### src/design/rqlh_ram.sv
// Generic simple dual-port RAM with one write port and one registered read port.
// Depends on nothing; used for the task table and the bucket counters.
module rqlh_ram #(
    parameter int WIDTH = 64,
    parameter int DEPTH = 32
) (
    input  logic                     clk,
    input  logic                     we,
    input  logic [$clog2(DEPTH)-1:0] waddr,
    input  logic [WIDTH-1:0]         wdata,
    input  logic [$clog2(DEPTH)-1:0] raddr,
    output logic [WIDTH-1:0]         rdata
);

    logic [WIDTH-1:0] mem [DEPTH];
    logic [WIDTH-1:0] rdata_reg;

    always_ff @(posedge clk)
    begin
        if (we)
        begin
            mem[waddr] <= wdata;
        end
        rdata_reg <= mem[raddr];
    end

    assign rdata = rdata_reg;

endmodule

### config.mk
export PLATFORM = sky130hd
export DESIGN_NAME = rqlh_ram
export DESIGN_NICKNAME = d
export VERILOG_FILES = /design/src/design/rqlh_ram.sv
export SDC_FILE = /design/constraint.sdc
export NUM_CORES = 2
export LEC_CHECK = 0
export BUFFER_PORTS_ARGS = -buffer_cell sky130_fd_sc_hd__buf_2
export CORE_UTILIZATION = 50
export CTS_CLUSTER_SIZE = 10
export DETAILED_ROUTE_END_ITERATION = 10
export MAX_ROUTING_LAYER = met4
export PLACE_DENSITY = 0.76
export SLEW_MARGIN = 40
export SYNTH_ARGS = -nofsm -noshare
export SYNTH_HDL_FRONTEND = slang
export SYNTH_SLANG_ARGS = --single-unit
### constraint.sdc
create_clock -name clk -period 5.3 [get_ports clk]
set_clock_uncertainty 0.15 [all_clocks]
set_input_delay 1.06 -clock clk [delete_from_list [all_inputs] [get_ports clk]]
set_output_delay 1.06 -clock clk [all_outputs]
set_load 0.01 [all_outputs]
==> out/summary.txt <==
crit path launch type -> input port
Critical Path Max Stage Delay -> 550 ps
reg2reg setup slack -> 3200 ps
first-pass GRT wire length -> 277000 µm
number of global-route vias before repair -> 37704
post-synth top area share -> 0.779
hold_buf cts -> 0
Final #Nets -> 3504
final worst path period share -> 0.562
WL final -> 195000 µm
IO Port Bufs -> 139
DPL Wire Length -> 90600 µm
Die ar. -> 160000 µm²
Final GP Congestion -> 0.747
Clock Tree Root -> clkbuf_16
DP Area -> 83300 µm²
Top Ports -> 140
Worst-Margin Slew -> 907 ps
area leader, netlist -> edfxtp_1
largest net degree at the start of global routing -> 79
maximum fanout along the worst path -> 43
CTS tree -> built
Inst Count DP -> 5253
Largest register FFs -> 2048
Worst EP required -> 5870 ps
Clk pin slew, worst setup/hold paths -> 60 ps
final slew viol count -> 0
# rows -> 145
wire per inst -> 34.2 µm
most frequent cells in the layout -> 2048 x edfxtp_1, 602 x mux4_2, 237 x clkbuf_16
Netlist cell types -> 31
Initial Util -> 0.504
largest cells by area after synthesis -> edfxtp_1 78%, mux4_2 17%, dfxtp_1 1.6%, mux2_2 1.1%, mux2i_1 0.48%
Max VDD drop -> 0.000335 V
Final Hold Viols -> 0
Chip Height -> 399 µm
Sequential Area -> 62800 µm²
synthesized flop and latch total -> 2112
CP cell instances -> buf_8 > buf_12 > buf_4 > mux4_2 > mux2_2 > o22ai_1 > nor2_1
Tot Pwr -> 34800 µW
commonest non-fill, non-tap cell in the layout -> edfxtp_1
total CTS buffers -> 230
Clk Latency, worst-skew pair -> 850 ps
Iter 0 DRT Violations -> 5505
Leak Pwr -> 0.0280 µW
Placeable Area -> 157000 µm²
First-pass DRT Iterations -> 7
Design Area, Final -> 90100 µm²
DRC violations left -> 0
max frequency -> 0.336 GHz
syn_nets -> 3173
initial antenna violation count -> 19
sequential area share after synthesis -> 0.795
endpoints failing setup -> 0
post-route ant nets -> 0
worst rel slew slack -> 0.396
Crit-path slowest cell -> mux4_2
CTS sink cnt -> 2112
cells after synthesis -> 3097
setup tns final -> 0 ps
postcts setup bufs -> 0
total grt overflow -> 0
pwr/cell area -> 386 nW/µm²
CTS resizes -> 0
share of cells above drive strength 1 -> 0.336
RSZ-0062 raised after global routing -> false
htree depth -> 4
Setup CP Type -> input port to flop
worst path arrival time -> 3550 ps
vias -> 36615
Die X-Extent -> 399 µm
status -> complete, no violations
mean post-synth cell area -> 25.5 µm²
area delta synth->final -> 14.0%
Synth warnings -> 0
Max-Cap Viols -> 0
Final min period -> 2980 ps
total track usage -> 0.256
Multi-input gate area -> 15700 µm²
Layout fillers -> 10436
drt via density -> 6.44
post-synthesis cell area -> 79000 µm²
Non-Filler Instances -> 5685
deepest clock path buffer count -> 3
worst hold-check path type -> input port to flop
CP Capture Type -> flop
[final timing paths]
| kind | startpoint | endpoint | cells after the start |
|---|---|---|---|
| hold reg to reg | mem[11][46] | rdata[46] | 4 |
| hold / removal | wdata[2] | mem[0][2] | 1 |
| setup / recovery | raddr[0] | rdata[61] | 7 |
| setup reg to reg | mem[15][7] | rdata[7] | 3 |
[where the power goes]
group	switching, µW	internal [µW]	leakage (µW)
clock network	6160	8280	0.00318
logic	913	714	0.00587
registers	114	18600	0.0190
[cells by family after synthesis]
logic type	after synthesis	share of synthesized area
DFF	2112	0.795
muxes	714	0.187
buffers and inverters	157	0.00944
and+or+nand+nor	64	0.00379
AOI/OAI and AO/OA	50	0.00466
[metrics by stage]
stage | utilization | hold WS (ps) | setup slack, ps
6_report | 0.575 | 540 | 2320
3_3_place_gp | 0.531 | 647 | 1430
3_5_place_dp | 0.532 | 660 | 1450
5_1_grt | 0.575 | 540 | 2180
4_1_cts | 0.575 | 503 | 2330
2_1_floorplan | - | 572 | 268
[synth_stat cells]
cell       instances
a22o_1             1
dfxtp_1           64
buf_6              3
mux2_2            74
a221oi_1          12
nor2_1            41
or3b_2             2
edfxtp_1        2048
clkbuf_1          55
o21ai_0            9
or3_1              1
o211ai_1           3
nor2b_1            4
inv_2              1
a211oi_1           3
o31a_1             3
o22ai_1           10
nand3_1            2
mux2i_1           38
o2bb2ai_1          3
nand2b_1           2
nand2_1            3
nand3b_1           5
buf_4             14
a22oi_1            3
mux4_2           602
buf_1             19
buf_2             65
and2_1             3
o221ai_1           3
and2_0             1
[final cells by class]
| cell class | count | share of cell area |
|---|---|---|
| sequential | 2112 | 0.697 |
| multi-input combinational | 828 | 0.174 |
| clock buffer | 409 | 0.0730 |
| tap | 2058 | 0.0286 |
| timing repair buffer | 255 | 0.0251 |
| clock inverter | 9 | 0.00142 |
| antenna | 13 | 0.000361 |
| inverter | 1 | 0.0000695 |
[worst max-delay path, delay by kind of cell]
kind / cells / cell delay (ps)
buffers and inverters: 3 / 1240
muxes: 2 / 820
and+or+nand+nor: 1 / 80
AOI/OAI and AO/OA: 1 / 170
[per-layer routing]
metal / wire length (µm) / global-route usage
met4: 4590 / 0.0652
met1: 70900 / 0.344
met2: 96500 / 0.402
met3: 22600 / 0.0552
met5: 0 / -
Power figures use the tool's default switching activity.
