File: config.mk
export PLATFORM = sky130hd
export DESIGN_NAME = rqlh_div1000
export DESIGN_NICKNAME = d
export VERILOG_FILES = /design/src/design/rqlh_pkg.sv /design/src/design/rqlh_div1000.sv
export SDC_FILE = /design/constraint.sdc
export NUM_CORES = 1
export LEC_CHECK = 0
export ABC_AREA = 1
export BUFFER_PORTS_ARGS = -buffer_cell sky130_fd_sc_hd__buf_4
export CAP_MARGIN = 30
export CORE_MARGIN = 2
export CORE_UTILIZATION = 56
export DETAILED_ROUTE_END_ITERATION = 10
export PLACE_DENSITY = 0.76
export SLEW_MARGIN = 20
export SYNTH_ARGS = -nofsm -noshare
export SYNTH_HDL_FRONTEND = slang
export SYNTH_SLANG_ARGS = --single-unit
export TNS_END_PERCENT = 1
File: constraint.sdc
create_clock -name clk -period 6.7 [get_ports clk]
set_clock_uncertainty 0.1 [all_clocks]
set_input_delay 1.675 -clock clk [delete_from_list [all_inputs] [get_ports clk]]
set_output_delay 1.675 -clock clk [all_outputs]
set_load 0.02 [all_outputs]
File: src/design/rqlh_pkg.sv
// Shared types, field widths and helper functions for the run queue latency histogram unit.
// Depends on nothing; the top level and the divider import it.
package rqlh_pkg;

    // Event kinds carried on the input tuser.
    typedef enum logic [1:0] {
        ACT_WAKE   = 2'd0,
        ACT_SWITCH = 2'd1,
        ACT_READ   = 2'd2,
        ACT_NONE   = 2'd3
    } action_t;

    localparam int ACTION_W  = 2;
    localparam int TASK_ID_W = 15;
    localparam int TIME_W    = 64;
    localparam int BIDX_W    = 5;
    localparam int LAT_W     = 55;
    localparam int BKT_W     = 5;
    localparam int CNT_W     = 64;

    localparam int S_TDATA_W = 104;
    localparam int M_TDATA_W = 128;

    // Nanoseconds to microseconds.
    localparam logic [9:0] NS_PER_US = 10'd1000;
    localparam int REM_W             = 10;

    // The divide works on 16-bit chunks. The reciprocal ceil(2^36 / 1000) gives the
    // exact quotient of any partial dividend below 2^26.
    localparam int          DIV_CHUNK_W = 16;
    localparam int          DIV_RECIP_W = 27;
    localparam logic [26:0] DIV_RECIP   = 27'd68719477;
    localparam int          DIV_SHIFT   = 36;

    // Waits above 2^LOG_SPAN-1 all land in the top bucket.
    localparam int          LOG_SPAN       = 31;
    localparam logic [4:0]  MAX_LOG_BUCKET = 5'd31;

    // Number of significant bits of a 31-bit value.
    function automatic logic [4:0] rqlh_bitlen(input logic [LOG_SPAN-1:0] v);
        logic [4:0] len;
        len = 5'd0;
        for (int i = 0; i < LOG_SPAN; i++) begin
            if (v[i])
            begin
                len = 5'(i + 1);
            end
        end
        return len;
    endfunction

endpackage

File: src/design/rqlh_div1000.sv
// Divider by the constant 1000: four 16-bit chunks, each split by a reciprocal
// multiplication and a remainder step. Depends on rqlh_pkg for the widths and constants.
module rqlh_div1000 (
    input  logic                        clk,
    input  logic                        rst_n,
    input  logic                        start,
    input  logic [rqlh_pkg::TIME_W-1:0] dividend,
    output logic                        done,
    output logic [rqlh_pkg::TIME_W-1:0] quotient
);
    import rqlh_pkg::*;

    localparam int CHUNKS   = TIME_W / DIV_CHUNK_W;
    localparam int CHUNK_CW = $clog2(CHUNKS);
    localparam int PART_W   = REM_W + DIV_CHUNK_W;
    localparam int PROD_W   = PART_W + DIV_RECIP_W;

    logic                   busy_reg;
    logic                   done_reg;
    logic                   phase_reg;
    logic [CHUNK_CW-1:0]    chunk_reg;
    logic [TIME_W-1:0]      num_reg;
    logic [REM_W-1:0]       rem_reg;
    logic [DIV_CHUNK_W-1:0] q_reg;

    logic [PART_W-1:0]      part;
    logic [PROD_W-1:0]      prod;
    logic [PART_W-1:0]      qmul;
    logic [PART_W-1:0]      diff;

    // The running remainder sits above the next dividend chunk; the quotient
    // chunks shift in at the bottom while the dividend shifts out at the top.
    assign part = {rem_reg, num_reg[TIME_W-1 -: DIV_CHUNK_W]};
    assign prod = PROD_W'(part) * PROD_W'(DIV_RECIP);
    assign qmul = PART_W'(q_reg) * PART_W'(NS_PER_US);
    assign diff = part - qmul;

    always_ff @(posedge clk or negedge rst_n)
    begin
        if (!rst_n)
        begin
            busy_reg  <= 1'b0;
            done_reg  <= 1'b0;
            phase_reg <= 1'b0;
            chunk_reg <= '0;
        end
        else if (start)
        begin
            busy_reg  <= 1'b1;
            done_reg  <= 1'b0;
            phase_reg <= 1'b0;
            chunk_reg <= '0;
        end
        else if (busy_reg)
        begin
            phase_reg <= ~phase_reg;
            if (phase_reg)
            begin
                chunk_reg <= chunk_reg + 1'b1;
                if (chunk_reg == CHUNK_CW'(CHUNKS - 1))
                begin
                    busy_reg <= 1'b0;
                    done_reg <= 1'b1;
                end
            end
        end
        else
        begin
            done_reg <= 1'b0;
        end
    end

    always_ff @(posedge clk)
    begin
        if (start)
        begin
            num_reg <= dividend;
            rem_reg <= '0;
        end
        else if (busy_reg)
        begin
            if (!phase_reg)
            begin
                q_reg <= prod[DIV_SHIFT +: DIV_CHUNK_W];
            end
            else
            begin
                num_reg <= {num_reg[TIME_W-DIV_CHUNK_W-1:0], q_reg};
                rem_reg <= diff[REM_W-1:0];
            end
        end
    end

    assign done     = done_reg;
    assign quotient = num_reg;

endmodule
==> flow_summary.toml <==
[status]
outcome = "finished clean"

[synth]
synth-xor-area-share = 0.006560
syn-num-nets = 2471
synth-seq-area-share = 0.1703
synth-simple-area-share = 0.1612
yosys_warnings = 0
synth_mux_area_frac = 0.0006248
synth.distinct_cells = 34
synth_top_family_by_area = "adder cells"
ys_async_sr_fraction = 0.05263
yosys-top-cells-area = "fa_1, ha_1, edfxtp_1, inv_1, nand2_1"
ys_seq_elements = 95
syn-cell-area_um2 = 16020
synth_edf_count = 80
synth.largest_area_cell = "fa_1"
synth_ff_type = "edfxtp_1"
syn_inst = 1902
synthAdderAreaFrac = 0.4933
synth_top_area_share = 0.2699
avgSynthCellArea_um2 = 8.423
synth_compound_area_frac = 0.04171

[clocking]
cts_tree = "yes"
cts_hold_buf = 0
cts_resized = 0
cts_buffers = 9
clockBufferDepth = 2
clk_pin_slew_ns = 0.08
clk_latency_ns = 0.35
cts_max_level = 3
cts-root-buf = "clkbuf_16"
post_cts_buffers = 0
clock_sinks = 95

[layout]
fillCellCount = 2434
final_nets = 2620
diodes = 0
synthToLayoutAreaGrowth_pct = 11.65
postLayoutCellArea_um2 = 17890
drive_gt1_frac = 0.09630
utilization = 0.6386
largest_reg_flops = 64

[timing]
rsz0062_at_grt = "no"
relSlewSlack = 0.4102
finalSetupViolations = 0
hold_viol = 0
slew_viol_final = 0
worst_slack_ns = 0.5281
fin_crit_sh = 0.9212
worst_pin_slew_ns = 0.8847
period_needed_ns = 6.172
finalSetupTns_ns = 0
timing.fmax_mhz = 162.0

[critical_path]
crit_required_ns = 6.68
start_kind = "register"
end_kind = "register"
r2r-start = "quotient[61]"
regToRegEndpoint = "q_reg[1]"
critPathArrivalTime_ns = 6.15
critical_path_class = "reg -> reg"
crit_fanout = 9
r2r_cells = 22
rrSetupSlack_ns = 0.53

[detailed_routing]
wl_per_cell_um = 20.03
via_per_inst = 5.276
ant_nets = 0
wirelength_um = 48760
firstDrtPassIters = 7
vias = 12840
drtIter0Drc = 997
drc_errors = 0

[floorplanning]
die_x_um = 173.1
num_rows = 61
die_y_um = 173.1
ioPinCount = 132
dieArea_um2 = 29980
initial_core_util = 0.5719
coreArea_um2 = 28010

[hold_path]
holdPathEnd = "chunk_reg[0]"
worstHoldStart = "chunk_reg[0]"
holdCritPathClass = "reg -> reg"
whs_path_depth = 1

[place]
io_buffers = 131
placed_area_um2 = 17590
dp_hpwl_um = 42760
gp_congestion = 1.035
dp_slack_ns = 0.6098

[grt]
antenna_found_initial = 1
grt_util_met2 = 0.5363
grt_max_degree = 71
gr-usage-met1 = 0.4638
grt_pass1_vias = 13600
overflow = 0
grt_use_met3 = 0.06201
grt_usage = 0.3378
grt_busiest_layer = "met2"
grt_pass1_wl_um = 76800

[flow_run]
timing.max_cap.violations = 0
-- worst max-delay path, stage by stage (launching register included) --
cell,delay [ns]
edfxtp_1,0.63
ha_1,0.42
inv_1,0.09
fa_1,0.50
inv_1,0.05
fa_1,0.49
inv_1,0.05
fa_1,0.53
inv_1,0.05
fa_1,0.38
fa_1,0.64
inv_1,0.08
fa_1,0.48
inv_1,0.05
ha_1,0.30
a21oi_1,0.19
o21ai_0,0.15
a21oi_1,0.23
nor2_1,0.06
nor2_1,0.14
nand3_1,0.09
nand2_1,0.07
nand2_1,0.11
-- worst max path at each step --
| stage | start | to | slack (ns) | depth (start not counted) |
|---|---|---|---|---|
| finish | quotient[61] | q_reg[1] | 0.53 | 22 |
| CTS | quotient[61] | q_reg[10] | 0.59 | 24 |
| global placement | quotient[61] | q_reg[8] | 0.64 | 22 |
| detailed placement | quotient[61] | q_reg[10] | 0.61 | 24 |
| global route | quotient[61] | q_reg[8] | 0.22 | 22 |
| floorplan | quotient[63] | q_reg[0] | 1.05 | 22 |
-- synth_stat cells (all sizes together) (4+ instances only) --
cell type and count:
inv 517, nand2 466, ha 286, fa 216, edfxtp 80, nor2 78
a21oi 60, o21ai 48, nand3 41, nand4 23, nor3 19, clkbuf 13
dfxtp 10, o21bai 7, xor2 7, o22ai 6, dfrtp 5, xnor2 5
buf 4
-- per-stage QoR --
step	instances	hold WS, ns
floorplan	1902	0.3573
CTS	2434	0.3974
finish	2434	0.3954
global placement	2417	0.3724
global route	2434	0.4056
detailed placement	2418	0.3847
-- cell type report --
cell class	instances	area [um2]	area share
multi-input combinational	1271	11270	0.6300
clock buffer	9	225.2	0.01259
sequential	95	2728	0.1525
clock inverter	7	68.82	0.003847
inverter	519	1948	0.1089
tap	378	473.0	0.02644
timing repair buffer	155	1176	0.06575
-- routing by layer --
metal | wire [um] | share of wire | vias to the layer above
li1 | - | - | 6091
met1 | 20870 | 0.43 | 6179
met2 | 22120 | 0.45 | 483
met3 | 3650 | 0.075 | 86
met4 | 2103 | 0.043 | 2
met5 | 11 | 0.00023 | -
-- cells in the final DEF (no fill, tap or decap), types with 2 or more instances in the layout --
master     count
a21oi_1       60
buf_4        154
clkbuf_16      9
clkinv_1       3
dfrtp_1        5
dfxtp_1       10
edfxtp_1      80
fa_1         216
ha_1         286
inv_1        513
inv_2          5
inv_6          2
nand2_1      462
nand2_2        4
nand3_1       41
nand4_1       23
nor2_1        69
nor2_2         9
nor3_1        10
nor3_2         9
o21ai_0       47
o21bai_1       7
o22ai_1        6
or2_2          2
xnor2_1        5
xor2_1         7
-- kinds of logic (layout without fill, tap and decap cells) --
logic type      Yosys count  in the layout
flops                    95             95
simple gates            630            630
fa+ha+maj               502            502
mux                       1              1
xor+xnor                 12             12
compound gates          126            126
buf+inv                 536            690
Power is left out: the tool's default activity adds up to more than one toggle a clock period on the data nets, which glitch-free logic cannot reach.
